==> src/sv/mts_pkg.sv <==
// ----------------------------------------------------------------------------
// mts_pkg
// types, command codes and constants of the melody tone sequencer
// ----------------------------------------------------------------------------
package mts_pkg;

    localparam int MAX_ENTRIES     = 16;
    localparam int ADDR_W          = $clog2(MAX_ENTRIES);
    localparam int LEN_W           = 5;
    localparam int GLIDE_PERIOD_MS = 10;
    localparam int MS_PER_S        = 1000;
    localparam int FREQ_W          = 16;
    localparam int PROD_W          = 2 * FREQ_W;
    localparam int HP_W            = 24;
    localparam int STEP_W          = FREQ_W + 1;

    // duration / GLIDE_PERIOD_MS by reciprocal multiplication
    localparam int GLIDE_RECIP_SHIFT = FREQ_W + $clog2(GLIDE_PERIOD_MS);
    localparam int GLIDE_RECIP_W     = FREQ_W + 1;
    localparam longint GLIDE_RECIP   =
        ((64'd1 << GLIDE_RECIP_SHIFT) + GLIDE_PERIOD_MS - 1) / GLIDE_PERIOD_MS;

    // shared serial divider, two quotient bits per cycle
    localparam int STEPS_W   = $clog2(65535 / GLIDE_PERIOD_MS + 1);
    localparam int MS_W      = $clog2(MS_PER_S + 1);
    localparam int DIV_DEN_W = (STEPS_W > MS_W) ? STEPS_W : MS_W;
    localparam int DIV_NUM_W = PROD_W + 2;
    localparam int DIV_STEPS = DIV_NUM_W / 2;
    localparam int DIV_CNT_W = $clog2(DIV_STEPS);

    localparam logic [2:0] CMD_TICK   = 3'd0;
    localparam logic [2:0] CMD_WRITE  = 3'd1;
    localparam logic [2:0] CMD_START  = 3'd2;
    localparam logic [2:0] CMD_STOP   = 3'd3;
    localparam logic [2:0] CMD_TOGGLE = 3'd4;

    typedef struct packed {
        logic [2:0]  cmd;
        logic [3:0]  entry_index;
        logic        entry_glide;
        logic [15:0] entry_frequency;
        logic [15:0] entry_duration;
        logic [4:0]  melody_length;
        logic [15:0] repeat_count;
    } t_in_item;

    typedef struct packed {
        logic        pin_level;
        logic [15:0] tone_frequency;
        logic        frequency_set;
        logic        playing;
    } t_out_item;

    typedef struct packed {
        logic              glide;
        logic [FREQ_W-1:0] freq;
        logic [15:0]       dur;
    } t_tone_entry;

    typedef struct packed {
        logic                 start;
        logic [DIV_NUM_W-1:0] dividend;
        logic [DIV_DEN_W-1:0] divisor;
    } t_div_req;

    typedef struct packed {
        logic                 done;
        logic [DIV_NUM_W-1:0] quotient;
    } t_div_rsp;

endpackage

==> src/sv/melody_tone_sequencer.sv <==
// ----------------------------------------------------------------------------
// melody_tone_sequencer
// buzzer melody player driven by commands and tone timer ticks
// ----------------------------------------------------------------------------
// Input channel i_in_valid / o_in_stall carries command items (tick, table
// write, start, stop, manual toggle). Every item yields exactly one result
// item on o_out_valid / i_out_stall: pin level, the tone timer frequency last
// requested, a flag when this item requested it, and the playing status.
// One item is worked at a time. Write, stop, toggle, idle ticks and ticks in
// the middle of a tone go from acceptance straight to the result state. An
// item that loads a fixed entry, or a glide step, makes one pass through the
// shared two-bit-per-cycle divider (half-period count); loading a glide entry
// makes two (glide step, then half-period count). The tone table is a 16-entry
// synchronous memory, read in the cycle before its use.
// The next item is accepted once the result register is free or being taken;
// while the receiver stalls, the result holds and no new item enters.
// Reset clears all playback state: silent, pin low, frequency zero. Table
// contents are undefined until written.
// ----------------------------------------------------------------------------
module melody_tone_sequencer
    import mts_pkg::*;
(
    input  logic      i_clk,
    input  logic      i_rst_n,
    input  logic      i_in_valid,
    output logic      o_in_stall,
    input  t_in_item  i_in_item,
    output logic      o_out_valid,
    input  logic      i_out_stall,
    output t_out_item o_out_item
);

    typedef enum logic [3:0] {
        S_IDLE,
        S_START,
        S_READ,
        S_LOAD,
        S_STEP_DIV,
        S_GLIDE_MUL,
        S_HP_START,
        S_HP_DIV,
        S_TICK,
        S_DONE
    } t_state;

    t_state              r_state;
    logic [LEN_W-1:0]    r_play_len;
    logic [ADDR_W-1:0]   r_ptr;
    logic [15:0]         r_repeats;
    logic [HP_W-1:0]     r_hp;
    logic [FREQ_W-1:0]   r_cf;
    logic [STEP_W-1:0]   r_step;
    logic                r_pin;
    logic [FREQ_W-1:0]   r_timer_freq;
    logic                r_freq_set;
    logic [PROD_W-1:0]   r_prod;
    logic                r_step_neg;
    logic                r_out_valid;
    t_out_item           r_out_item;

    t_tone_entry         r_mem [MAX_ENTRIES];
    t_tone_entry         r_mem_q;

    logic                w_in_acc;
    logic                w_mem_we;
    logic [ADDR_W-1:0]   w_rd_addr;
    logic [LEN_W-1:0]    w_len;
    logic [LEN_W:0]      w_ptr_inc;
    logic                w_use_entry;
    logic [FREQ_W-1:0]   w_mul_a;
    logic [FREQ_W-1:0]   w_mul_b;
    logic [PROD_W-1:0]   w_prod;
    logic [FREQ_W+GLIDE_RECIP_W-1:0] w_recip_prod;
    logic [DIV_DEN_W-1:0] w_steps_raw;
    logic [DIV_DEN_W-1:0] w_steps;
    logic [STEP_W-1:0]   w_diff;
    logic [STEP_W-1:0]   w_diff_abs;
    logic [STEP_W-1:0]   w_step_mag;
    logic [STEP_W:0]     w_nf_sum;
    logic [STEP_W:0]     w_target;
    logic                w_clip;
    logic [FREQ_W-1:0]   w_nf;
    logic                w_moves_on;
    t_div_req            w_div_req;
    t_div_rsp            w_div_rsp;

    assign w_in_acc   = i_in_valid && !o_in_stall;
    assign o_in_stall = (r_state != S_IDLE) || (r_out_valid && i_out_stall);

    assign w_mem_we  = w_in_acc && (i_in_item.cmd == CMD_WRITE)
                       && ({1'b0, i_in_item.entry_index} < 5'(MAX_ENTRIES));
    assign w_rd_addr = (r_state == S_IDLE && i_in_item.cmd == CMD_START) ? '0 : r_ptr;

    // tone table
    always_ff @(posedge i_clk) begin
        if (w_mem_we) begin
            r_mem[i_in_item.entry_index[ADDR_W-1:0]] <= '{glide: i_in_item.entry_glide,
                                                          freq:  i_in_item.entry_frequency,
                                                          dur:   i_in_item.entry_duration};
        end
        r_mem_q <= r_mem[w_rd_addr];
    end

    always_comb begin
        if (i_in_item.melody_length == '0) begin
            w_len = LEN_W'(1);
        end else if (i_in_item.melody_length > LEN_W'(MAX_ENTRIES)) begin
            w_len = LEN_W'(MAX_ENTRIES);
        end else begin
            w_len = i_in_item.melody_length;
        end
    end

    assign w_ptr_inc = {1'b0, {(LEN_W-ADDR_W){1'b0}}, r_ptr} + 1'b1;

    // one multiplier: freq * duration for a fixed entry, else glide freq * period
    assign w_use_entry = (r_state == S_LOAD) && !r_mem_q.glide;
    assign w_mul_a     = w_use_entry ? r_mem_q.freq : r_cf;
    assign w_mul_b     = w_use_entry ? r_mem_q.dur : FREQ_W'(GLIDE_PERIOD_MS);
    assign w_prod      = w_mul_a * w_mul_b;

    // glide step count, at least one
    assign w_recip_prod = r_mem_q.dur * GLIDE_RECIP_W'(GLIDE_RECIP);
    assign w_steps_raw  = DIV_DEN_W'(w_recip_prod >> GLIDE_RECIP_SHIFT);
    assign w_steps      = (w_steps_raw == '0) ? DIV_DEN_W'(1) : w_steps_raw;

    assign w_diff     = {1'b0, r_mem_q.freq} - {1'b0, r_cf};
    assign w_diff_abs = w_diff[STEP_W-1] ? (~w_diff + 1'b1) : w_diff;
    assign w_step_mag = w_div_rsp.quotient[STEP_W-1:0];

    // next glide frequency, clipped at the target
    assign w_nf_sum = {2'b00, r_cf} + {r_step[STEP_W-1], r_step};
    assign w_target = {2'b00, r_mem_q.freq};
    assign w_clip   = (r_step == '0)
                      || (!r_step[STEP_W-1] && ($signed(w_nf_sum) > $signed(w_target)))
                      || (r_step[STEP_W-1] && ($signed(w_nf_sum) < $signed(w_target)));
    assign w_nf     = w_clip ? r_mem_q.freq : w_nf_sum[FREQ_W-1:0];

    assign w_moves_on = !r_mem_q.glide || (r_cf == r_mem_q.freq);

    always_comb begin
        w_div_req.start    = 1'b0;
        w_div_req.dividend = {1'b0, r_prod, 1'b0};
        w_div_req.divisor  = DIV_DEN_W'(MS_PER_S);
        if (r_state == S_LOAD && r_mem_q.glide) begin
            w_div_req.start    = 1'b1;
            w_div_req.dividend = DIV_NUM_W'(w_diff_abs);
            w_div_req.divisor  = w_steps;
        end else if (r_state == S_HP_START) begin
            w_div_req.start = 1'b1;
        end
    end

    mts_div u_div (
        .i_clk   (i_clk),
        .i_rst_n (i_rst_n),
        .i_req   (w_div_req),
        .o_rsp   (w_div_rsp)
    );

    always_ff @(posedge i_clk) begin
        if (!i_rst_n) begin
            r_state      <= S_IDLE;
            r_play_len   <= '0;
            r_ptr        <= '0;
            r_repeats    <= '0;
            r_hp         <= '0;
            r_cf         <= '0;
            r_step       <= '0;
            r_pin        <= 1'b0;
            r_timer_freq <= '0;
            r_freq_set   <= 1'b0;
            r_out_valid  <= 1'b0;
        end else begin
            if (r_out_valid && !i_out_stall) begin
                r_out_valid <= 1'b0;
            end

            unique case (r_state)
                S_IDLE: begin
                    if (w_in_acc) begin
                        r_freq_set <= 1'b0;
                        r_state    <= S_DONE;
                        unique case (i_in_item.cmd)
                            CMD_TICK: begin
                                if (r_repeats != '0) begin
                                    r_pin <= ~r_pin;
                                    if (r_hp != '0) begin
                                        r_hp <= r_hp - 1'b1;
                                    end else begin
                                        r_state <= S_TICK;
                                    end
                                end
                            end
                            CMD_START: begin
                                r_play_len <= w_len;
                                r_repeats  <= i_in_item.repeat_count;
                                r_ptr      <= '0;
                                r_state    <= S_START;
                            end
                            CMD_STOP: begin
                                r_repeats <= '0;
                                r_pin     <= 1'b0;
                            end
                            CMD_TOGGLE: begin
                                r_pin <= ~r_pin;
                            end
                            default: begin
                            end
                        endcase
                    end
                end
                S_START: begin
                    r_cf    <= r_mem_q.freq;
                    r_state <= S_LOAD;
                end
                S_READ: begin
                    r_state <= S_LOAD;
                end
                S_LOAD: begin
                    r_prod     <= w_prod;
                    r_freq_set <= 1'b1;
                    if (r_mem_q.glide) begin
                        r_timer_freq <= r_cf;
                        r_step_neg   <= w_diff[STEP_W-1];
                        r_state      <= S_STEP_DIV;
                    end else begin
                        r_timer_freq <= r_mem_q.freq;
                        r_state      <= S_HP_START;
                    end
                end
                S_STEP_DIV: begin
                    if (w_div_rsp.done) begin
                        r_step  <= r_step_neg ? (~w_step_mag + 1'b1) : w_step_mag;
                        r_state <= S_HP_START;
                    end
                end
                S_GLIDE_MUL: begin
                    r_prod  <= w_prod;
                    r_state <= S_HP_START;
                end
                S_HP_START: begin
                    r_state <= S_HP_DIV;
                end
                S_HP_DIV: begin
                    if (w_div_rsp.done) begin
                        r_hp    <= w_div_rsp.quotient[HP_W-1:0];
                        r_state <= S_DONE;
                    end
                end
                S_TICK: begin
                    if (w_moves_on) begin
                        if (w_ptr_inc >= {1'b0, r_play_len}) begin
                            if (r_repeats == 16'd1) begin
                                // last repeat done: go silent
                                r_repeats <= '0;
                                r_pin     <= 1'b0;
                                r_state   <= S_DONE;
                            end else begin
                                r_repeats <= r_repeats - 1'b1;
                                r_ptr     <= '0;
                                r_state   <= S_READ;
                            end
                        end else begin
                            r_ptr   <= w_ptr_inc[ADDR_W-1:0];
                            r_state <= S_READ;
                        end
                    end else begin
                        r_cf         <= w_nf;
                        r_timer_freq <= w_nf;
                        r_freq_set   <= 1'b1;
                        r_state      <= S_GLIDE_MUL;
                    end
                end
                S_DONE: begin
                    r_out_valid <= 1'b1;
                    r_state     <= S_IDLE;
                end
                default: begin
                    r_state <= S_IDLE;
                end
            endcase
        end
    end

    // result fields, captured when the item completes
    always_ff @(posedge i_clk) begin
        if (r_state == S_DONE) begin
            r_out_item.pin_level      <= r_pin;
            r_out_item.tone_frequency <= r_timer_freq;
            r_out_item.frequency_set  <= r_freq_set;
            r_out_item.playing        <= (r_repeats != '0);
        end
    end

    assign o_out_valid = r_out_valid;
    assign o_out_item  = r_out_item;

endmodule

==> src/sv/mts_div.sv <==
// ----------------------------------------------------------------------------
// mts_div
// unsigned restoring divider, two quotient bits per cycle, done pulse at end
// ----------------------------------------------------------------------------
module mts_div
    import mts_pkg::*;
(
    input  logic     i_clk,
    input  logic     i_rst_n,
    input  t_div_req i_req,
    output t_div_rsp o_rsp
);

    logic                 r_busy;
    logic                 r_done;
    logic [DIV_CNT_W-1:0] r_cnt;
    logic [DIV_NUM_W-1:0] r_num;
    logic [DIV_DEN_W-1:0] r_rem;
    logic [DIV_DEN_W-1:0] r_den;

    logic [DIV_DEN_W:0]   w_rem1;
    logic [DIV_DEN_W:0]   w_rem1s;
    logic [DIV_DEN_W:0]   w_rem2;
    logic [DIV_DEN_W:0]   w_rem2s;
    logic                 w_ge1;
    logic                 w_ge2;

    always_comb begin
        w_rem1  = {r_rem, r_num[DIV_NUM_W-1]};
        w_ge1   = (w_rem1 >= {1'b0, r_den});
        w_rem1s = w_ge1 ? (w_rem1 - {1'b0, r_den}) : w_rem1;
        w_rem2  = {w_rem1s[DIV_DEN_W-1:0], r_num[DIV_NUM_W-2]};
        w_ge2   = (w_rem2 >= {1'b0, r_den});
        w_rem2s = w_ge2 ? (w_rem2 - {1'b0, r_den}) : w_rem2;
    end

    always_ff @(posedge i_clk) begin
        if (!i_rst_n) begin
            r_busy <= 1'b0;
            r_done <= 1'b0;
        end else begin
            r_done <= 1'b0;
            if (i_req.start) begin
                r_busy <= 1'b1;
                r_cnt  <= DIV_CNT_W'(DIV_STEPS - 1);
                r_num  <= i_req.dividend;
                r_rem  <= '0;
                r_den  <= i_req.divisor;
            end else if (r_busy) begin
                // quotient bits shift in at the bottom as dividend bits leave the top
                r_num <= {r_num[DIV_NUM_W-3:0], w_ge1, w_ge2};
                r_rem <= w_rem2s[DIV_DEN_W-1:0];
                r_cnt <= r_cnt - 1'b1;
                if (r_cnt == '0) begin
                    r_busy <= 1'b0;
                    r_done <= 1'b1;
                end
            end
        end
    end

    assign o_rsp.done     = r_done;
    assign o_rsp.quotient = r_num;

endmodule

==> config.mk <==
export PLATFORM = sky130hd
export DESIGN_NAME = melody_tone_sequencer
export DESIGN_NICKNAME = d
export VERILOG_FILES = /design/src/sv/mts_pkg.sv /design/src/sv/melody_tone_sequencer.sv /design/src/sv/mts_div.sv
export SDC_FILE = /design/constraint.sdc
export NUM_CORES = 2
export LEC_CHECK = 0
export BUFFER_PORTS_ARGS = -buffer_cell sky130_fd_sc_hd__buf_2
export CORE_ASPECT_RATIO = 2
export CORE_MARGIN = 1
export CORE_UTILIZATION = 45
export DETAILED_ROUTE_END_ITERATION = 7
export SYNTH_ARGS = -nofsm -noshare
export SYNTH_HDL_FRONTEND = slang
export SYNTH_HIERARCHICAL = 1
export SYNTH_SLANG_ARGS = --single-unit
==> constraint.sdc <==
create_clock -name i_clk -period 11.2 [get_ports i_clk]
set_clock_uncertainty 0.15 [all_clocks]
set_input_delay 0.56 -clock i_clk [delete_from_list [all_inputs] [get_ports i_clk]]
set_output_delay 0.56 -clock i_clk [all_outputs]
set_load 0.01 [all_outputs]
==> flow_summary.json <==
{
  "synthArstFlopShare": 0,
  "status": "finished, violations left",
  "multiInputGateArea_um2": 23900,
  "worstReg2RegEnd": "r_prod[30]",
  "path_cells": "nor2b_1 > and3_2 > buf_4 > and2_1 > a22oi_1 > fa_1 > fa_1 > fa_1 > fa_1 > inv_1 > fa_1 > inv_1 > fa_1 > inv_1 > ha_1 > a21o_1 > a21oi_1 > nand2_1 > o211ai_1 > nand3_1 > o41ai_1 > o2111ai_1 > a21oi_1 > xnor2_1",
  "first_iter_violations": 1873,
  "fmax_mhz": 115,
  "syn_to_final_growth_pct": 9.33,
  "min-delay-start": "i_in_item[20]",
  "fin_crit_sh": 0.777,
  "synth_seq_area_share": 0.457,
  "clk_pin_slew_ns": 0.06,
  "netlist_area_um2": 48500,
  "cts-root-buf": "clkbuf_16",
  "first_pass_iters": 8,
  "post_cts_buffers": 0,
  "grt_pass1_wl_um": 201000,
  "vdd_drop_max_v": 0.000126,
  "gr-total-overflow": 0,
  "synth-seq-cells": 785,
  "p_leak_nw": 21.6,
  "required_ns": 11.46,
  "p_per_area_nw_per_um2": 167,
  "synthCells": 4290,
  "grt_max_degree": 81,
  "numPortBuffers": 85,
  "start_util": 0.453,
  "routed_wl_um": 133000,
  "placed_cell_area_um2": 50500,
  "avgSynthCellArea_um2": 11.3,
  "synthFlopType": "edfxtp_1",
  "rsz0062_at_grt": "false",
  "period_needed_ns": 8.71,
  "cpMostUsedCell": "fa_1",
  "cts-buffers-inserted": 76,
  "vias_per_cell": 5.71,
  "cp_top_family": "adder cells",
  "synth_fa_ha_area_frac": 0.198,
  "setup_viol": 0,
  "max_stage_delay_ns": 0.61,
  "min_delay_path_depth": 3,
  "dp_hpwl_um": 91600,
  "drv_cap": 0,
  "final_common_cell": "edfxtp_1",
  "reg2reg_depth": 24,
  "worst_pin_slew_ns": 1.33,
  "path_class": "flop to flop",
  "wl_per_cell_um": 23.2,
  "clk_path_buf_depth": 3,
  "design_area_um2": 53000,
  "min_path_type": "input port to flop",
  "cts.repair.resized": 0,
  "insertion_delay_ns": 0.67,
  "synth_xor_area_frac": 0.0224,
  "synth_top_family_by_area": "adder cells",
  "dieArea_um2": 109000,
  "layout_common_cells": "645 x edfxtp_1, 572 x nand2_1, 469 x inv_1, 321 x ha_1, 279 x fa_1",
  "worstSetupStartpointType": "flop",
  "fillers": 9667,
  "synth-compound-area-share": 0.100,
  "synth.area.mux_share": 0.0483,
  "antenna_found_initial": 8,
  "dr_total_vias": 32800,
  "end_kind": "flop",
  "slew_headroom": 0.113,
  "ant_nets": 0,
  "die_y_um": 466,
  "cp.arrival_ns": 8.97,
  "h-tree-depth": 3,
  "critPathSlowestCell": "and2_1",
  "r2r_start": "r_state[0]",
  "hold_viol_final": 0,
  "yosys.area_share.simple": 0.120,
  "holdPathEnd": "r_play_len[4]",
  "regArea_um2": 22200,
  "cts_tree": "yes",
  "violations": "design-rule violations",
  "cp_max_fo": 52,
  "synth_edf_count": 645,
  "die_width_um": 234,
  "yosysWarnings": 6,
  "drv_slew": 0,
  "cp.buffers_inverters": 4,
  "cts.sinks": 785,
  "coreArea_um2": 107000,
  "track_usage": 0.249,
  "drcViolationCount": 14,
  "syn-num-nets": 4955,
  "reg2reg_slack_ns": 2.49,
  "rows": 170,
  "synth.distinct_cells": 89,
  "nets": 4977,
  "layout-drive-gt1-share": 0.101,
  "gp_congestion": 0.944,
  "grt_pass1_vias": 34000,
  "cts_hold_buf": 0,
  "finalSetupTns_ns": 0,
  "pin_count": 86
}
==> logic make-up (layout without fill, tap and decap cells) <==
family / count (synthesis) / in the layout
buf+inv: 681 / 762
other cells: 1 / 2
compound gates: 718 / 718
mux: 146 / 146
xor+xnor: 124 / 124
simple gates: 1235 / 1235
fa+ha+maj: 600 / 600
flops: 785 / 785
==> state kept, by name, indices dropped and copies added, names as in the netlist, 16 cells and up <==
name and flops:
o_out_item 19, r_cf 16, r_hp 24, r_mem 528
r_mem_q 33, r_prod 32, r_repeats 16, r_step 17
r_timer_freq 16, u_div/r_num 34
==> worst reg2reg max path, stage by stage, from the launching register on <==
cell	delay, ns
dfxtp_1	0.58
nor2b_1	0.31
and3_2	0.54
buf_4	0.52
and2_1	0.63
a22oi_1	0.21
fa_1	0.55
fa_1	0.59
fa_1	0.46
fa_1	0.55
inv_1	0.05
fa_1	0.53
inv_1	0.07
fa_1	0.48
inv_1	0.04
ha_1	0.34
a21o_1	0.18
a21oi_1	0.22
nand2_1	0.08
o211ai_1	0.17
nand3_1	0.14
o41ai_1	0.56
o2111ai_1	0.22
a21oi_1	0.21
xnor2_1	0.09
==> final cells by class <==
| class | count | area share |
|---|---|---|
| multi-input combinational | 2824 | 0.450 |
| sequential | 785 | 0.418 |
| clock buffer | 98 | 0.0386 |
| inverter | 472 | 0.0334 |
| tap | 1376 | 0.0325 |
| timing repair buffer | 153 | 0.0177 |
| clock inverter | 39 | 0.00885 |
| antenna | 1 | 0.0000472 |
==> where the power goes <==
group          switching (mW)  internal, mW  total (mW)
logic                    1.71          1.01        2.72
registers               0.186          3.33        3.52
clock network            1.14          1.47        2.61
==> through the flow <==
stage               utilization  setup slack [ns]  power (mW)  hold slack, ns  cells
floorplan                     -              4.08        5.49           0.251   4290
global placement          0.472              2.71        6.27           0.274   5610
detailed placement        0.472              2.52        6.29           0.269   5610
CTS                       0.495              2.49        8.91          0.0364   5747
global route              0.495              1.93        9.35          0.0962   5747
finish                    0.495              2.49        8.85          0.0754   5748
==> how the worst max path moves through the flow <==
stage                start         end  slack [ns]  cells past startpoint
2_1_floorplan  r_mem_q[32]  r_prod[30]        4.08                     27
3_3_place_gp    r_state[0]  r_prod[28]        2.71                     25
3_5_place_dp    r_state[0]  r_prod[31]        2.52                     25
4_1_cts         r_state[0]  r_prod[31]        2.49                     25
5_1_grt         r_state[0]  r_prod[31]        1.93                     25
6_report        r_state[0]  r_prod[30]        2.49                     24
==> synth_stat cells, types with 35 or more instances <==
cell	number	area, um^2
nor2_1	169	634
o21ai_0	122	611
nor2b_1	56	350
a21oi_1	201	1010
nand2_1	575	2160
edfxtp_1	645	19400
and3_1	166	1040
clkbuf_1	174	653
mux4_2	66	1490
nand3_1	45	225
dfxtp_1	140	2800
a22oi_1	37	278
a211oi_1	45	338
mux2i_1	35	350
nor3_1	77	385
ha_1	321	4020
mux2_2	45	507
xnor2_1	78	683
inv_1	469	1760
a311oi_1	66	578
xor2_1	46	403
fa_1	279	5590
==> routing by layer <==
layer,up-vias,global-route usage,share of wire
met3,372,0.0317,0.043
met2,907,0.462,0.54
met5,-,0,0.00061
li1,15200,-,-
met4,14,0.170,0.073
met1,16300,0.254,0.34
No activity file was read; power rests on OpenSTA's default activity.
